## src/design/lcp_pkg.sv

```systemverilog
package lcp_pkg;

	localparam int PORTS_DEF = 2;

	localparam logic [7:0] CH_CR = 8'h0D;
	localparam logic [7:0] CH_LF = 8'h0A;
	localparam logic [7:0] CH_ZERO = 8'h30;
	localparam logic [7:0] CH_NINE = 8'h39;

	localparam logic [1:0] LEN_MAX = 2'd3;
	localparam logic [30:0] VALUE_MAX = 31'h7FFF_FFFF;
	localparam logic [31:0] VALUE_BAD = 32'hFFFF_FFFF;

	// per-port line state as held in the state memory
	typedef struct packed {
		logic [1:0] len;
		logic [7:0] cmd;
		logic [30:0] acc;
		logic non_digit;
	} line_state_t;

	localparam int STATE_W = $bits(line_state_t);

endpackage

```

## src/design/line_command_parser.sv

```systemverilog
// channel  dir  signals                       fields (lsb up)
// s_       in   tvalid tready tdata tuser     tdata: data_byte[7:0]; tuser: port
// m_       out  tvalid tready tdata tuser     tdata: command[7:0], value[39:8]; tuser: source
//
// accept loads stage 1, whose result loads the output register; one item per cycle
// unless stage 1 stalls; state memory read-modify-write: read at accept, write as it advances
// a write to the port read in the same cycle is forwarded from the last-write register
// reset clears per-port valid bits, so every port starts with an empty line at once
// a result waiting in the output register stalls only items that would also make a result
module line_command_parser #(
	parameter int PORTS = lcp_pkg::PORTS_DEF
) (
	input logic clk,
	input logic arst_n,
	input logic s_tvalid,
	output logic s_tready,
	input logic [7:0] s_tdata,   // data_byte[7:0]
	input logic s_tuser,         // port
	output logic m_tvalid,
	input logic m_tready,
	output logic [39:0] m_tdata, // command[7:0], value[39:8]
	output logic m_tuser         // source
);

	import lcp_pkg::*;

	localparam int IDX_W = (PORTS > 1) ? $clog2(PORTS) : 1;

	// stage 1: item whose state is being read back
	logic s1_valid_q;
	logic [IDX_W-1:0] idx_s1;
	logic [7:0] byte_s1;
	logic in_range_s1;

	// last write, for forwarding into a read issued in the same cycle
	logic fwd_valid_q;
	logic [IDX_W-1:0] fwd_addr_q;
	line_state_t fwd_data_q;

	logic [PORTS-1:0] valid_q;

	logic out_valid_q;
	logic [7:0] out_cmd_q;
	logic [31:0] out_value_q;
	logic out_src_q;

	logic s_accept;
	logic [IDX_W-1:0] s_idx;
	logic [STATE_W-1:0] ram_rdata;
	line_state_t cur;
	line_state_t nxt;
	logic is_cr;
	logic is_lf;
	logic is_digit;
	logic [34:0] acc_wide;
	logic [7:0] digit;
	logic gen_result;
	logic s1_adv;
	logic wr_en;
	logic out_load;

	assign s_idx = IDX_W'(s_tuser);
	assign s_accept = s_tvalid && s_tready;

	lcp_ram #(
		.WIDTH(STATE_W),
		.DEPTH(PORTS),
		.ADDR_W(IDX_W)
	) u_state_ram (
		.clk(clk),
		.wr_en(wr_en),
		.wr_addr(idx_s1),
		.wr_data(nxt),
		.rd_en(s_accept),
		.rd_addr(s_idx),
		.rd_data(ram_rdata)
	);

	always_ff @(posedge clk or negedge arst_n) begin
		if (!arst_n) begin
			s1_valid_q <= 1'b0;
		end else if (s_accept) begin
			s1_valid_q <= 1'b1;
		end else if (s1_adv) begin
			s1_valid_q <= 1'b0;
		end
	end

	always_ff @(posedge clk) begin
		if (s_accept) begin
			idx_s1 <= s_idx;
			byte_s1 <= s_tdata;
			in_range_s1 <= (32'(s_tuser) < PORTS);
		end
	end

	// current state: forwarded write, stored entry, or empty line
	always_comb begin
		if (fwd_valid_q && fwd_addr_q == idx_s1) begin
			cur = fwd_data_q;
		end else if (valid_q[idx_s1]) begin
			cur = line_state_t'(ram_rdata);
		end else begin
			cur = '0;
		end
	end

	assign is_cr = (byte_s1 == CH_CR);
	assign is_lf = (byte_s1 == CH_LF);
	assign is_digit = (byte_s1 >= CH_ZERO) && (byte_s1 <= CH_NINE);
	assign digit = byte_s1 - CH_ZERO;
	// acc * 10 + digit, checked against the saturation limit
	assign acc_wide = {1'b0, cur.acc, 3'b000} + {3'b000, cur.acc, 1'b0} + {27'd0, digit};

	always_comb begin
		nxt = cur;
		if (is_cr) begin
			nxt = '0;
		end else if (!is_lf) begin
			if (cur.len == 2'd0) begin
				nxt.cmd = byte_s1;
			end else if (is_digit) begin
				if (acc_wide > 35'(VALUE_MAX)) begin
					nxt.acc = VALUE_MAX;
				end else begin
					nxt.acc = acc_wide[30:0];
				end
			end else begin
				nxt.non_digit = 1'b1;
			end
			if (cur.len != LEN_MAX) begin
				nxt.len = cur.len + 2'd1;
			end
		end
	end

	assign gen_result = s1_valid_q && in_range_s1 && is_cr && (cur.len >= 2'd2);
	assign s1_adv = s1_valid_q && (!gen_result || !out_valid_q || m_tready);
	assign s_tready = !s1_valid_q || s1_adv;
	assign wr_en = s1_adv && in_range_s1;
	assign out_load = s1_adv && gen_result;

	always_ff @(posedge clk or negedge arst_n) begin
		if (!arst_n) begin
			fwd_valid_q <= 1'b0;
			valid_q <= '0;
		end else if (wr_en) begin
			fwd_valid_q <= 1'b1;
			valid_q[idx_s1] <= 1'b1;
		end
	end

	always_ff @(posedge clk) begin
		if (wr_en) begin
			fwd_addr_q <= idx_s1;
			fwd_data_q <= nxt;
		end
	end

	// output register
	always_ff @(posedge clk or negedge arst_n) begin
		if (!arst_n) begin
			out_valid_q <= 1'b0;
		end else if (out_load) begin
			out_valid_q <= 1'b1;
		end else if (m_tready) begin
			out_valid_q <= 1'b0;
		end
	end

	always_ff @(posedge clk) begin
		if (out_load) begin
			out_src_q <= idx_s1[0];
			if (cur.non_digit) begin
				out_cmd_q <= 8'd0;
				out_value_q <= VALUE_BAD;
			end else begin
				out_cmd_q <= cur.cmd;
				out_value_q <= {1'b0, cur.acc};
			end
		end
	end

	assign m_tvalid = out_valid_q;
	assign m_tdata = {out_value_q, out_cmd_q};
	assign m_tuser = out_src_q;

`ifndef SYNTHESIS
	a_stall_blocks_input: assert property (@(posedge clk) disable iff (!arst_n)
		(s1_valid_q && !s1_adv) |-> !s_tready)
		else $error("input taken while stage 1 is stalled");

	a_load_needs_room: assert property (@(posedge clk) disable iff (!arst_n)
		out_load |-> (!out_valid_q || m_tready))
		else $error("result overwrote a pending result");

	a_write_sets_valid: assert property (@(posedge clk) disable iff (!arst_n)
		wr_en |=> valid_q[fwd_addr_q])
		else $error("written port not marked valid");

	a_bad_value_form: assert property (@(posedge clk) disable iff (!arst_n)
		(m_tvalid && m_tdata[39]) |-> (m_tdata[7:0] == 8'd0 && m_tdata[39:8] == VALUE_BAD))
		else $error("negative value without the non-numeric form");
`endif

endmodule

```

## src/design/lcp_ram.sv

```systemverilog
module lcp_ram #(
	parameter int WIDTH = 8,
	parameter int DEPTH = 2,
	parameter int ADDR_W = (DEPTH > 1) ? $clog2(DEPTH) : 1
) (
	input logic clk,
	input logic wr_en,
	input logic [ADDR_W-1:0] wr_addr,
	input logic [WIDTH-1:0] wr_data,
	input logic rd_en,
	input logic [ADDR_W-1:0] rd_addr,
	output logic [WIDTH-1:0] rd_data
);

	logic [WIDTH-1:0] mem_q [DEPTH];

	always_ff @(posedge clk) begin
		if (wr_en) begin
			mem_q[wr_addr] <= wr_data;
		end
		if (rd_en) begin
			rd_data <= mem_q[rd_addr];
		end
	end

endmodule
```

## config.mk

```make
export PLATFORM = sky130hd
export DESIGN_NAME = line_command_parser
export DESIGN_NICKNAME = d
export VERILOG_FILES = /design/src/design/lcp_pkg.sv /design/src/design/line_command_parser.sv /design/src/design/lcp_ram.sv
export SDC_FILE = /design/constraint.sdc
export NUM_CORES = 1
export LEC_CHECK = 0
export ABC_AREA = 1
export BUFFER_PORTS_ARGS = -buffer_cell sky130_fd_sc_hd__buf_2
export CAP_MARGIN = 20
export CORE_ASPECT_RATIO = 2
export CORE_MARGIN = 2
export CORE_UTILIZATION = 40
export DETAILED_ROUTE_END_ITERATION = 8
export HOLD_SLACK_MARGIN = 0.15
export SLEW_MARGIN = 30
export SYNTH_ARGS = -nofsm -noshare
export SYNTH_HDL_FRONTEND = slang
export SYNTH_SLANG_ARGS = --single-unit
```

## constraint.sdc

```tcl
create_clock -name clk -period 4.6 [get_ports clk]
set_input_delay 0.23 -clock clk [delete_from_list [all_inputs] [get_ports clk]]
set_output_delay 0.23 -clock clk [all_outputs]
set_load 0.02 [all_outputs]
```

==> summary.txt <==
Setup path
  – Worst Path Class, Setup: reg2reg
  – Critical path peak fanout: 26
  – Worst path slowest cell: edfxtp_1
  – Worst r2r dst: u_state_ram.mem_q[0][9]
  – CP Capture Type: register
  – CP max stage delay: 0.49 ns
  – Crit start category: register
  – Critical Path RT: 4.86 ns
  – Register-to-register setup slack: 0.29 ns
  – CP dominant cell by count: nand2_1
  – Worst reg-to-reg path cell count: 25
  – Reg-to-reg critical path startpoint: idx_s1
  – CP arrival: 4.57 ns

Routing
  – Vias: 8127
  – Drt drc: 0
  – DR pass1 iterations: 5
  – DRT iter0 DRCs: 391
  – Antenna Nets Post-Route: 0
  – Wire length per cell: 18.3 um
  – DR vias/cell: 5.03
  – Routed WL: 29.5 mm

Timing
  – Max Slew Vio Count: 0
  – Achievable frequency: 232 MHz
  – Min Tclk post-route: 4.31 ns
  – Worst Hold Slack: 0.423 ns
  – Slew HR: 48.4%
  – Final TNS setup: 0 ns
  – Final setup vio count: 0
  – Fin. Hold Viols: 0
  – Worst-margin pin slew: 0.774 ns
  – Min setup slack post-route: 0.288 ns
  – Final critical-path share of the clock period: 93.7%
  – Worst clock skew: 0.0232 ns

Power and ir drop
  – Pwr Density: 448 mW/mm^2
  – Max VDD drop: 195 uV
  – Total Power: 6.08 mW
  – Pleak: 5.85 nW

Global route
  – Antenna violations before repair: 0
  – Number of global-route vias before repair: 8564
  – Pin count of the biggest net entering global routing: 44
  – Total congestion overflow: 0
  – Overall routing resource usage: 19.1%
  – First-pass GRT wire length: 45.4 mm

Cells and area
  – Nets: 1322
  – Most frequent cells in the layout: 305 x nand2_1, 219 x edfxtp_1, 145 x inv_1, 68 x a21oi_1, 64 x ha_1
  – Fill cells: 2725
  – Final Core Density: 46.8%
  – Layout area overhead: 15.1%
  – Cell Count, Final, Fillers Out: 1617
  – Ant diodes: 0
  – Share of layout cells above drive strength 1: 19.6%
  – Final non-filler cell area: 0.0136 sq mm
  – Sequential Area: 0.00670 sq mm
  – Most common cell after layout, fill and taps aside: nand2_1
  – Footprint of the multi-input gates: 0.00435 sq mm

Place
  – Dpl hpwl: 21.2 mm
  – Routability cong.: 0.874
  – Dpl ws: 0.124 ns
  – PortBufs: 55
  – Area of placed instances: 0.0127 sq mm
  – Post-Place Cells: 1564

Min path
  – Worst min-delay path category: in2reg
  – Hold depth: 2
  – Worst Hold Path EP: byte_s1[6]
  – Hold_sp: s_tdata[6]

Logic synthesis
  – Top cells by area, synth: edfxtp_1 56%, nand2_1 9.8%, ha_1 6.8%, inv_1 4.7%, mux2_2 4.0%
  – Top cell type's share of synthesized area: 55.8%
  – Synth Register Bits: 224
  – Post-synthesis cell count: 1139
  – Synth Net Count: 1217
  – Post-synthesis sequential area ratio: 56.9%
  – Post-Syn Area: 0.0118 sq mm
  – Synth Warn #: 0
  – Mean post-synth cell area: 10.3 sq um
  – Leading area contributor after synthesis: edfxtp_1
  – Post-synth cell types: 44

Floorplanning
  – DIE WIDTH: 125 um
  – I/O pins: 56
  – Die ar.: 0.0309 sq mm
  – Core area: 0.0290 sq mm
  – Height of the die: 247 um
  – Starting Density: 40.7%
  – Rows: 88

Clocking
  – Cts bufs inserted: 21
  – CTS tree: done
  – Deepest clock path buffer count: 3
  – Sink Count: 224
  – CTS root buf: clkbuf_16
  – Clock slew at reported path FFs: 0.07 ns
  – # H-tree levels: 1
  – Latest clock arrival within the worst-skew pair: 0.52 ns

Status
  – Status: finished clean

Run
  – Number of max-cap violations: 0
kinds of logic (layout without fill, tap and decap cells):
logic type,after synthesis,count (layout),share of synthesized area (%)
and+or+nand+nor,444,444,16.5
muxes,42,42,4.02
buffers and inverters,188,306,6.51
adders and majority gates,65,65,6.97
xor gates and xnor gates,34,34,2.53
DFF,224,224,56.9
AOI/OAI and AO/OA,142,142,6.53
critical path: cells and delay by family (launching register included):
| kind | cells | cell delay, ns |
|---|---|---|
| adder cells (fa/ha/maj) | 2 | 0.73 |
| buffers and inverters | 6 | 0.80 |
| flip-flops | 1 | 0.49 |
| AO/OA/AOI/OAI | 2 | 0.59 |
| AND/OR/NAND/NOR | 15 | 1.38 |
worst max path at each step:
| stage | startpoint | cells after the start | slack [ns] | to |
|---|---|---|---|---|
| 4_1_cts | idx_s1 | 26 | 0.07 | u_state_ram.mem_q[1][1] |
| 2_1_floorplan | idx_s1 | 29 | 0.75 | fwd_data_q[6] |
| 5_1_grt | idx_s1 | 26 | -0.02 | fwd_data_q[28] |
| 3_5_place_dp | idx_s1 | 26 | 0.12 | u_state_ram.mem_q[0][1] |
| 3_3_place_gp | idx_s1 | 26 | 0.13 | u_state_ram.mem_q[0][1] |
| 6_report | idx_s1 | 25 | 0.29 | u_state_ram.mem_q[0][9] |
registers in the layout, summed over array words and instances (netlist names), 2 cells and up:
signal	count
byte_s1	8
fwd_data_q	42
out_cmd_q	8
out_value_q	32
u_state_ram.mem_q	84
u_state_ram.rd_data	42
valid_q	2
area by class of cell:
type / count / share of cell area, %
Sequential cell: 224 / 49.4
Timing Repair Buffer: 113 / 6.02
Tap cell: 360 / 3.32
Multi-Input combinational cell: 727 / 32.1
Inverter: 157 / 4.40
Clock buffer: 24 / 3.96
Clock inverter: 12 / 0.766
Yosys cell counts, drive strengths merged:
master	count
nor3	7
o21ai	56
xor2	20
mux2	42
ha	64
clkinv	1
nand3	36
a211oi	1
dfrtp	5
nand4	2
a21oi	73
or2	1
a31o	1
a21o	1
nand2	344
inv	156
fa	1
xnor2	14
clkbuf	19
buf	12
a31oi	4
edfxtp	219
o21bai	6
nor2	50
nor4	1
and3	3
layer usage:
layer | track usage, % | wire length [um]
met1 | 19.0 | 10600
met2 | 38.3 | 16300
met3 | 1.49 | 919
met4 | 10.7 | 1710
met5 | 0 | 0
report_power, final:
| part | leakage (nW) | internal (mW) | switching, mW |
|---|---|---|---|
| registers | 2.10 | 2.44 | 0.0401 |
| logic | 3.44 | 0.663 | 1.26 |
| clock network | 0.316 | 0.904 | 0.767 |
repair_timing:
item	in CTS	in global routing
hold endpoints to repair	15	0
gates resized for setup	0	10
hold buffers	12	0
setup endpoints to repair	0	93
setup buffers	0	4
Power figures use the tool's default switching activity.
